[src/design/rpa_pkg.sv]
package rpa_pkg;

    localparam int PAGE_COUNT = 32;
    localparam int COUNT_BITS = 8;

    // Fixed widths of the request and response fields
    localparam int MODE_BITS      = 2;
    localparam int PAGE_BITS      = 5;
    localparam int STATUS_BITS    = 3;
    localparam int OUT_COUNT_BITS = 8;

    // Internal widths that follow from the pool size
    localparam int IDX_BITS   = (PAGE_COUNT > 1) ? $clog2(PAGE_COUNT) : 1;
    localparam int DEPTH_BITS = $clog2(PAGE_COUNT + 1);

    typedef logic [MODE_BITS-1:0]      mode_t;
    typedef logic [PAGE_BITS-1:0]      page_t;
    typedef logic [STATUS_BITS-1:0]    status_t;
    typedef logic [OUT_COUNT_BITS-1:0] out_count_t;
    typedef logic [IDX_BITS-1:0]       idx_t;
    typedef logic [COUNT_BITS-1:0]     count_t;
    typedef logic [DEPTH_BITS-1:0]     depth_t;

    localparam count_t COUNT_MAX = '1;

    localparam mode_t MODE_ALLOC   = 2'd0;
    localparam mode_t MODE_RELEASE = 2'd1;
    localparam mode_t MODE_RETAIN  = 2'd2;

    localparam status_t STAT_GRANTED   = 3'd0;
    localparam status_t STAT_EMPTY     = 3'd1;
    localparam status_t STAT_RETURNED  = 3'd2;
    localparam status_t STAT_DROPPED   = 3'd3;
    localparam status_t STAT_ADDED     = 3'd4;
    localparam status_t STAT_NOT_ALLOC = 3'd5;

endpackage

[src/design/refcounted_page_allocator.sv]
// Page allocator with a LIFO free stack and a share count per page.
//
// Request channel (req_valid / req_stall) carries mode and page_index:
// allocate, release or retain. Response channel (rsp_valid / rsp_stall)
// returns granted_page, status and share_count, one response per request.
// A transfer happens on a clock edge with valid high and stall low.
//
// For each request the free stack and count memories are read in the
// transfer cycle; then the entry is updated, written back and the response
// register loaded, once that register is free or being taken. One request
// is in flight at a time, so a new request is not taken until the update
// of the previous one is done.
// The response register decouples the sides: a new request is taken while
// a response waits; if the receiver keeps stalling, the following request
// holds in its update cycle and req_stall stays high.
//
// Reset clears all control state: the pool is full with page 0 on top,
// all counts read as zero and no page is in use. No clearing pass is needed.
module refcounted_page_allocator (
    input  logic                clk,
    input  logic                rst_n,
    input  logic                req_valid,
    output logic                req_stall,
    input  rpa_pkg::mode_t      mode,
    input  rpa_pkg::page_t      page_index,
    output logic                rsp_valid,
    input  logic                rsp_stall,
    output rpa_pkg::page_t      granted_page,
    output rpa_pkg::status_t    status,
    output rpa_pkg::out_count_t share_count
);
    import rpa_pkg::*;

    localparam logic S_IDLE = 1'b0;
    localparam logic S_EXEC = 1'b1;

    logic       state_reg;
    logic       state_next;
    logic       req_fire;
    logic       exec_go;

    mode_t      mode_reg;
    page_t      idx_reg;
    depth_t     depth_reg;
    depth_t     depth_next;
    logic [PAGE_COUNT-1:0] in_use_reg;
    logic [PAGE_COUNT-1:0] stk_vld_reg;
    logic [PAGE_COUNT-1:0] cnt_vld_reg;
    logic       stk_rd_vld_reg;
    logic       cnt_rd_vld_reg;
    idx_t       stk_rd_addr_reg;

    logic       stk_we;
    idx_t       stk_waddr;
    idx_t       stk_wdata;
    idx_t       stk_raddr;
    idx_t       stk_rdata;
    logic       cnt_we;
    idx_t       cnt_waddr;
    count_t     cnt_wdata;
    idx_t       cnt_raddr;
    count_t     cnt_rdata;

    idx_t       stk_cur;
    count_t     cnt_cur;
    count_t     cnt_dec;
    count_t     cnt_inc;
    idx_t       idx_addr;
    logic       idx_ok;
    logic       use_set;
    logic       use_clr;
    idx_t       use_addr;

    logic       rsp_valid_reg;
    page_t      granted_page_reg;
    status_t    status_reg;
    out_count_t share_count_reg;
    page_t      page_res;
    status_t    status_res;
    count_t     count_res;

    assign req_stall = (state_reg != S_IDLE);
    assign req_fire  = req_valid && !req_stall;
    assign exec_go   = (state_reg == S_EXEC) && (!rsp_valid_reg || !rsp_stall);

    assign stk_raddr = IDX_BITS'(depth_reg - DEPTH_BITS'(1));
    assign cnt_raddr = IDX_BITS'(page_index);

    rpa_ram #(
        .WIDTH (IDX_BITS),
        .DEPTH (PAGE_COUNT)
    ) u_stack_ram (
        .clk   (clk),
        .we    (stk_we),
        .waddr (stk_waddr),
        .wdata (stk_wdata),
        .re    (req_fire),
        .raddr (stk_raddr),
        .rdata (stk_rdata)
    );

    rpa_ram #(
        .WIDTH (COUNT_BITS),
        .DEPTH (PAGE_COUNT)
    ) u_count_ram (
        .clk   (clk),
        .we    (cnt_we),
        .waddr (cnt_waddr),
        .wdata (cnt_wdata),
        .re    (req_fire),
        .raddr (cnt_raddr),
        .rdata (cnt_rdata)
    );

    // Entries never written read back as their reset values
    assign stk_cur  = stk_rd_vld_reg ? stk_rdata
                                     : IDX_BITS'(PAGE_COUNT - 1) - stk_rd_addr_reg;
    assign cnt_cur  = cnt_rd_vld_reg ? cnt_rdata : '0;
    assign cnt_dec  = cnt_cur - COUNT_BITS'(1);
    assign cnt_inc  = (cnt_cur != COUNT_MAX) ? cnt_cur + COUNT_BITS'(1) : cnt_cur;
    assign idx_addr = IDX_BITS'(idx_reg);
    assign idx_ok   = (32'(idx_reg) < PAGE_COUNT);

    always_comb
    begin
        state_next = state_reg;
        if (req_fire)
        begin
            state_next = S_EXEC;
        end
        else if (exec_go)
        begin
            state_next = S_IDLE;
        end
    end

    always_comb
    begin
        stk_we     = 1'b0;
        stk_waddr  = IDX_BITS'(depth_reg);
        stk_wdata  = idx_addr;
        cnt_we     = 1'b0;
        cnt_waddr  = idx_addr;
        cnt_wdata  = cnt_cur;
        depth_next = depth_reg;
        use_set    = 1'b0;
        use_clr    = 1'b0;
        use_addr   = idx_addr;
        page_res   = idx_reg;
        status_res = STAT_NOT_ALLOC;
        count_res  = '0;

        case (mode_reg)
            MODE_ALLOC:
            begin
                if (depth_reg == '0)
                begin
                    page_res   = '0;
                    status_res = STAT_EMPTY;
                end
                else
                begin
                    depth_next = depth_reg - DEPTH_BITS'(1);
                    cnt_we     = 1'b1;
                    cnt_waddr  = stk_cur;
                    cnt_wdata  = '0;
                    use_set    = 1'b1;
                    use_addr   = stk_cur;
                    page_res   = PAGE_BITS'(stk_cur);
                    status_res = STAT_GRANTED;
                end
            end
            MODE_RELEASE:
            begin
                if (!idx_ok)
                begin
                    status_res = STAT_NOT_ALLOC;
                end
                else if (cnt_cur != '0)
                begin
                    cnt_we     = 1'b1;
                    cnt_wdata  = cnt_dec;
                    status_res = STAT_DROPPED;
                    count_res  = cnt_dec;
                end
                else if (!in_use_reg[idx_addr] || (32'(depth_reg) >= PAGE_COUNT))
                begin
                    // page already free, or the stack has no room
                    status_res = STAT_NOT_ALLOC;
                end
                else
                begin
                    stk_we     = 1'b1;
                    depth_next = depth_reg + DEPTH_BITS'(1);
                    use_clr    = 1'b1;
                    status_res = STAT_RETURNED;
                end
            end
            MODE_RETAIN:
            begin
                if (idx_ok)
                begin
                    cnt_we     = 1'b1;
                    cnt_wdata  = cnt_inc;
                    status_res = STAT_ADDED;
                    count_res  = cnt_inc;
                end
            end
            default:
            begin
                status_res = STAT_NOT_ALLOC;
                count_res  = idx_ok ? cnt_cur : '0;
            end
        endcase

        if (!exec_go)
        begin
            stk_we     = 1'b0;
            cnt_we     = 1'b0;
            use_set    = 1'b0;
            use_clr    = 1'b0;
            depth_next = depth_reg;
        end
    end

    always_ff @(posedge clk or negedge rst_n)
    begin
        if (!rst_n)
        begin
            state_reg      <= S_IDLE;
            depth_reg      <= DEPTH_BITS'(PAGE_COUNT);
            in_use_reg     <= '0;
            stk_vld_reg    <= '0;
            cnt_vld_reg    <= '0;
            stk_rd_vld_reg <= 1'b0;
            cnt_rd_vld_reg <= 1'b0;
            rsp_valid_reg  <= 1'b0;
        end
        else
        begin
            state_reg <= state_next;
            depth_reg <= depth_next;
            if (req_fire)
            begin
                stk_rd_vld_reg <= stk_vld_reg[stk_raddr];
                cnt_rd_vld_reg <= cnt_vld_reg[cnt_raddr];
            end
            if (stk_we)
            begin
                stk_vld_reg[stk_waddr] <= 1'b1;
            end
            if (cnt_we)
            begin
                cnt_vld_reg[cnt_waddr] <= 1'b1;
            end
            if (use_set)
            begin
                in_use_reg[use_addr] <= 1'b1;
            end
            else if (use_clr)
            begin
                in_use_reg[use_addr] <= 1'b0;
            end
            if (exec_go)
            begin
                rsp_valid_reg <= 1'b1;
            end
            else if (!rsp_stall)
            begin
                rsp_valid_reg <= 1'b0;
            end
        end
    end

    always_ff @(posedge clk)
    begin
        if (req_fire)
        begin
            mode_reg        <= mode;
            idx_reg         <= page_index;
            stk_rd_addr_reg <= stk_raddr;
        end
        if (exec_go)
        begin
            granted_page_reg <= page_res;
            status_reg       <= status_res;
            share_count_reg  <= OUT_COUNT_BITS'(count_res);
        end
    end

    assign rsp_valid    = rsp_valid_reg;
    assign granted_page = granted_page_reg;
    assign status       = status_reg;
    assign share_count  = share_count_reg;

endmodule

[src/design/rpa_ram.sv]
module rpa_ram #(
    parameter int WIDTH = 8,
    parameter int DEPTH = 32,
    parameter int ADDR_BITS = (DEPTH > 1) ? $clog2(DEPTH) : 1
) (
    input  logic                 clk,
    input  logic                 we,
    input  logic [ADDR_BITS-1:0] waddr,
    input  logic [WIDTH-1:0]     wdata,
    input  logic                 re,
    input  logic [ADDR_BITS-1:0] raddr,
    output logic [WIDTH-1:0]     rdata
);

    logic [WIDTH-1:0] mem [DEPTH];
    logic [WIDTH-1:0] rdata_reg;

    always_ff @(posedge clk)
    begin
        if (we)
        begin
            mem[waddr] <= wdata;
        end
        if (re)
        begin
            rdata_reg <= mem[raddr];
        end
    end

    assign rdata = rdata_reg;

endmodule

[config.mk]
export PLATFORM = sky130hd
export DESIGN_NAME = refcounted_page_allocator
export DESIGN_NICKNAME = d
export VERILOG_FILES = /design/src/design/rpa_pkg.sv /design/src/design/refcounted_page_allocator.sv /design/src/design/rpa_ram.sv
export SDC_FILE = /design/constraint.sdc
export NUM_CORES = 1
export LEC_CHECK = 0
export BUFFER_PORTS_ARGS = -buffer_cell sky130_fd_sc_hd__buf_2
export CAP_MARGIN = 30
export CORE_ASPECT_RATIO = 0.5
export CORE_MARGIN = 2
export CORE_UTILIZATION = 60
export DETAILED_ROUTE_END_ITERATION = 12
export GPL_ROUTABILITY_DRIVEN = 0
export GPL_TIMING_DRIVEN = 0
export PLACE_DENSITY = 0.81
export SLEW_MARGIN = 20
export SYNTH_ARGS = -nofsm -noshare
export SYNTH_HDL_FRONTEND = slang
export SYNTH_SLANG_ARGS = --single-unit
[constraint.sdc]
create_clock -name clk -period 10.75 [get_ports clk]
set_input_delay 1.075 -clock clk [delete_from_list [all_inputs] [get_ports clk]]
set_output_delay 1.075 -clock clk [all_outputs]
set_load 0.02 [all_outputs]
==> flow_metrics.env <==
export IMPL_synthXorXnorAreaFrac_pct=0.330
export IMPL_hold_violations=0
export IMPL_peakVddDrop_uv=148
export IMPL_outcome="completed"
export IMPL_dp_cells=1944
export IMPL_yosys_cell_count_top_type="edfxtp_1"
export IMPL_first_pass_iters=6
export IMPL_diodes=0
export IMPL_critPathKind="flop to flop"
export IMPL_setup_tns_ps=0
export IMPL_arrival_ps=5570
export IMPL_yosysWarningCount=0
export IMPL_final_setup_viol_count=0
export IMPL_fin_cells=2048
export IMPL_dpl_cell_area_mm2=0.0251
export IMPL_die_w_um=286
export IMPL_routedWlPerCell_um=29.2
export IMPL_end_kind="flop"
export IMPL_hold_class="input pin to asynchronous set/reset pin"
export IMPL_clock_skew_ps=17.7
export IMPL_netlist_top_cells_count="edfxtp_1, mux4_2, dfrtp_1"
export IMPL_cp_required_ps=10950
export IMPL_largest_reg_flops=256
export IMPL_synthAdderAreaFrac_pct=0.419
export IMPL_crit_fanout=10
export IMPL_ctsHoldBuffers=0
export IMPL_async_flop_share_pct=18.8
export IMPL_clk_path_buf_depth=3
export IMPL_rsz0062_at_grt="false"
export IMPL_synth_avg_cell_area_um2=17.5
export IMPL_num_rows=51
export IMPL_synth_area_mm2=0.0239
export IMPL_fp_coreArea_mm2=0.0391
export IMPL_ys_seq_area_share_pct=68.6
export IMPL_slew_violations=0
export IMPL_slew_headroom_pct=34.0
export IMPL_grt_max_degree=72
export IMPL_leakagePower_nw=9.33
export IMPL_cts_tree="done"
export IMPL_worst_slew_pin_slew_ps=988
export IMPL_slowest_delay_ps=790
export IMPL_synthDistinctLibCells=65
export IMPL_r2r_setup_slack_ps=5380
export IMPL_synth_main_ff_cell="edfxtp_1"
export IMPL_crit_buf_inv=5
export IMPL_final_area_mm2=0.0269
export IMPL_num_vias=14300
export IMPL_reg_largest_list="u_count_ram.mem x256, u_stack_ram.mem x160"
export IMPL_synth_compound_area_share_pct=6.24
export IMPL_crit_top_cell="clkbuf_1"
export IMPL_initial_core_util_pct=61.2
export IMPL_crit_family="buffers and inverters"
export IMPL_synth_top_area_share_pct=57.4
export IMPL_drive_above_1_share_pct=23.7
export IMPL_cts_setup_buffers=0
export IMPL_crit_path_top_delay_cell="nor2_1"
export IMPL_clock_latency_ps=580
export IMPL_cts_buffers_inserted=48
export IMPL_numClockSinks=563
export IMPL_cap_violations=0
export IMPL_dieArea_mm2=0.0415
export IMPL_fmax_ghz=0.186
export IMPL_grt_pass1_vias=14400
export IMPL_grt_usage_pct=29.2
export IMPL_cts_root_buf="clkbuf_16"
export IMPL_htreeDepth=2
export IMPL_ys_seq_elements=563
export IMPL_final_nets=1499
export IMPL_synthSimpleGateAreaFrac_pct=5.81
export IMPL_portBuffers=28
export IMPL_fin_crit_ps=5370
export IMPL_drt_iter0_drc=2219
export IMPL_synth_top_family_by_area="multiplexers"
export IMPL_io_pins=29
export IMPL_cts_resized_gates=0
export IMPL_top_register="u_count_ram.mem"
export IMPL_clkTransAtPathRegs_ps=70
export IMPL_wl_um=59700
export IMPL_fin_crit_sh_pct=50.0
export IMPL_hpwl_um=38300
export IMPL_grt_overflow=0
export IMPL_vias_per_cell=7.00
export IMPL_synth_top_area_cell="edfxtp_1"
export IMPL_antenna_found_initial=0
export IMPL_drtAntennaViolNets=0
export IMPL_synthesis_nets=1388
export IMPL_start_kind="flop"
export IMPL_drc=0
export IMPL_synthMuxAreaShare_pct=16.7
export IMPL_grt_pass1_wl_um=90600
export IMPL_power_density_mw_per_mm2=241
export IMPL_die_y_um=145
export IMPL_syn_inst=1369
export IMPL_synth_area_top_cells="edfxtp_1, mux4_2, dfrtp_1, mux2i_1, o21bai_1"
export IMPL_area_growth_pct=12.7
export IMPL_synth_edf_count=457
export IMPL_path_cells="clkbuf_1 > clkbuf_1 > inv_1 > ha_1 > clkbuf_1 > nand2b_1 > nor3_1 > o22ai_1 > nand3b_1 > clkbuf_1 > nor2_1"
==> area by class of cell <==
type,instances,area [µm²]
Buffer,93,378
Clock buffer,74,1440
Clock inverter,14,158
Fill cell,2350,12100
Inverter,23,86.3
Multi-Input combinational cell,690,7140
Sequential cell,563,16400
Tap cell,530,663
Timing Repair Buffer,61,669
==> layer usage <==
layer / global-route usage, % / wire length (µm) / vias up
li1: - / - / 5770
met1: 40.1 / 22100 / 7339
met2: 47.3 / 29100 / 1031
met3: 5.80 / 6060 / 201
met4: 10.6 / 2410 / 0
met5: 0 / 0 / -
==> placed cells by master (no fill, tap or decap), types with 39 or more instances in the layout <==
cell         n
buf_2       41
clkbuf_1    78
clkbuf_16   52
dfrtp_1    105
edfxtp_1   457
mux4_2     155
nand2_1     59
nand3_1     39
nor2_1      50
==> cell families (layout without fill, tap and decap cells) <==
logic type | Yosys count | in the layout
DFF | 563 | 563
AOI/OAI and AO/OA | 203 | 203
muxes | 203 | 203
adders and majority gates | 8 | 8
and+or+nand+nor | 267 | 267
buffers and inverters | 116 | 265
xor gates and xnor gates | 9 | 9
==> final timing paths <==
check | from | end | cells past startpoint
max | depth_reg[0]$_DFFE_PN0P_ | u_count_ram.mem[11][4]$_DFFE_PP_ | 11
min | rst_n | stk_vld_reg[19]$_DFFE_PN0P_ | 1
max reg2reg | depth_reg[0]$_DFFE_PN0P_ | u_count_ram.mem[11][4]$_DFFE_PP_ | 11
min reg2reg | stk_vld_reg[31]$_DFFE_PN0P_ | stk_vld_reg[31]$_DFFE_PN0P_ | 1
max in group asynchronous | rst_n | rsp_valid$_DFFE_PN0P_ | 2
min in group clk | stk_vld_reg[31]$_DFFE_PN0P_ | stk_vld_reg[31]$_DFFE_PN0P_ | 1
==> where the power goes <==
part,leakage (nW),switching [W],total (W),internal [W]
Combinational,3.09,0.00116,0.00190,0.000739
Sequential,5.47,0.000122,0.00280,0.00267
Clock,0.773,0.000785,0.00178,0.00100
==> through the flow <==
step	hold slack, ps	utilization [%]	power (W)	setup WS, ps
CTS	392	68.5	0.00642	5400
finish	395	68.9	0.00648	5380
floorplan	423	-	0.00395	7060
global route	408	68.9	0.00667	5060
detailed placement	451	64.4	0.00463	5470
global placement	434	63.2	0.00447	4520
Power figures use the tool's default switching activity.
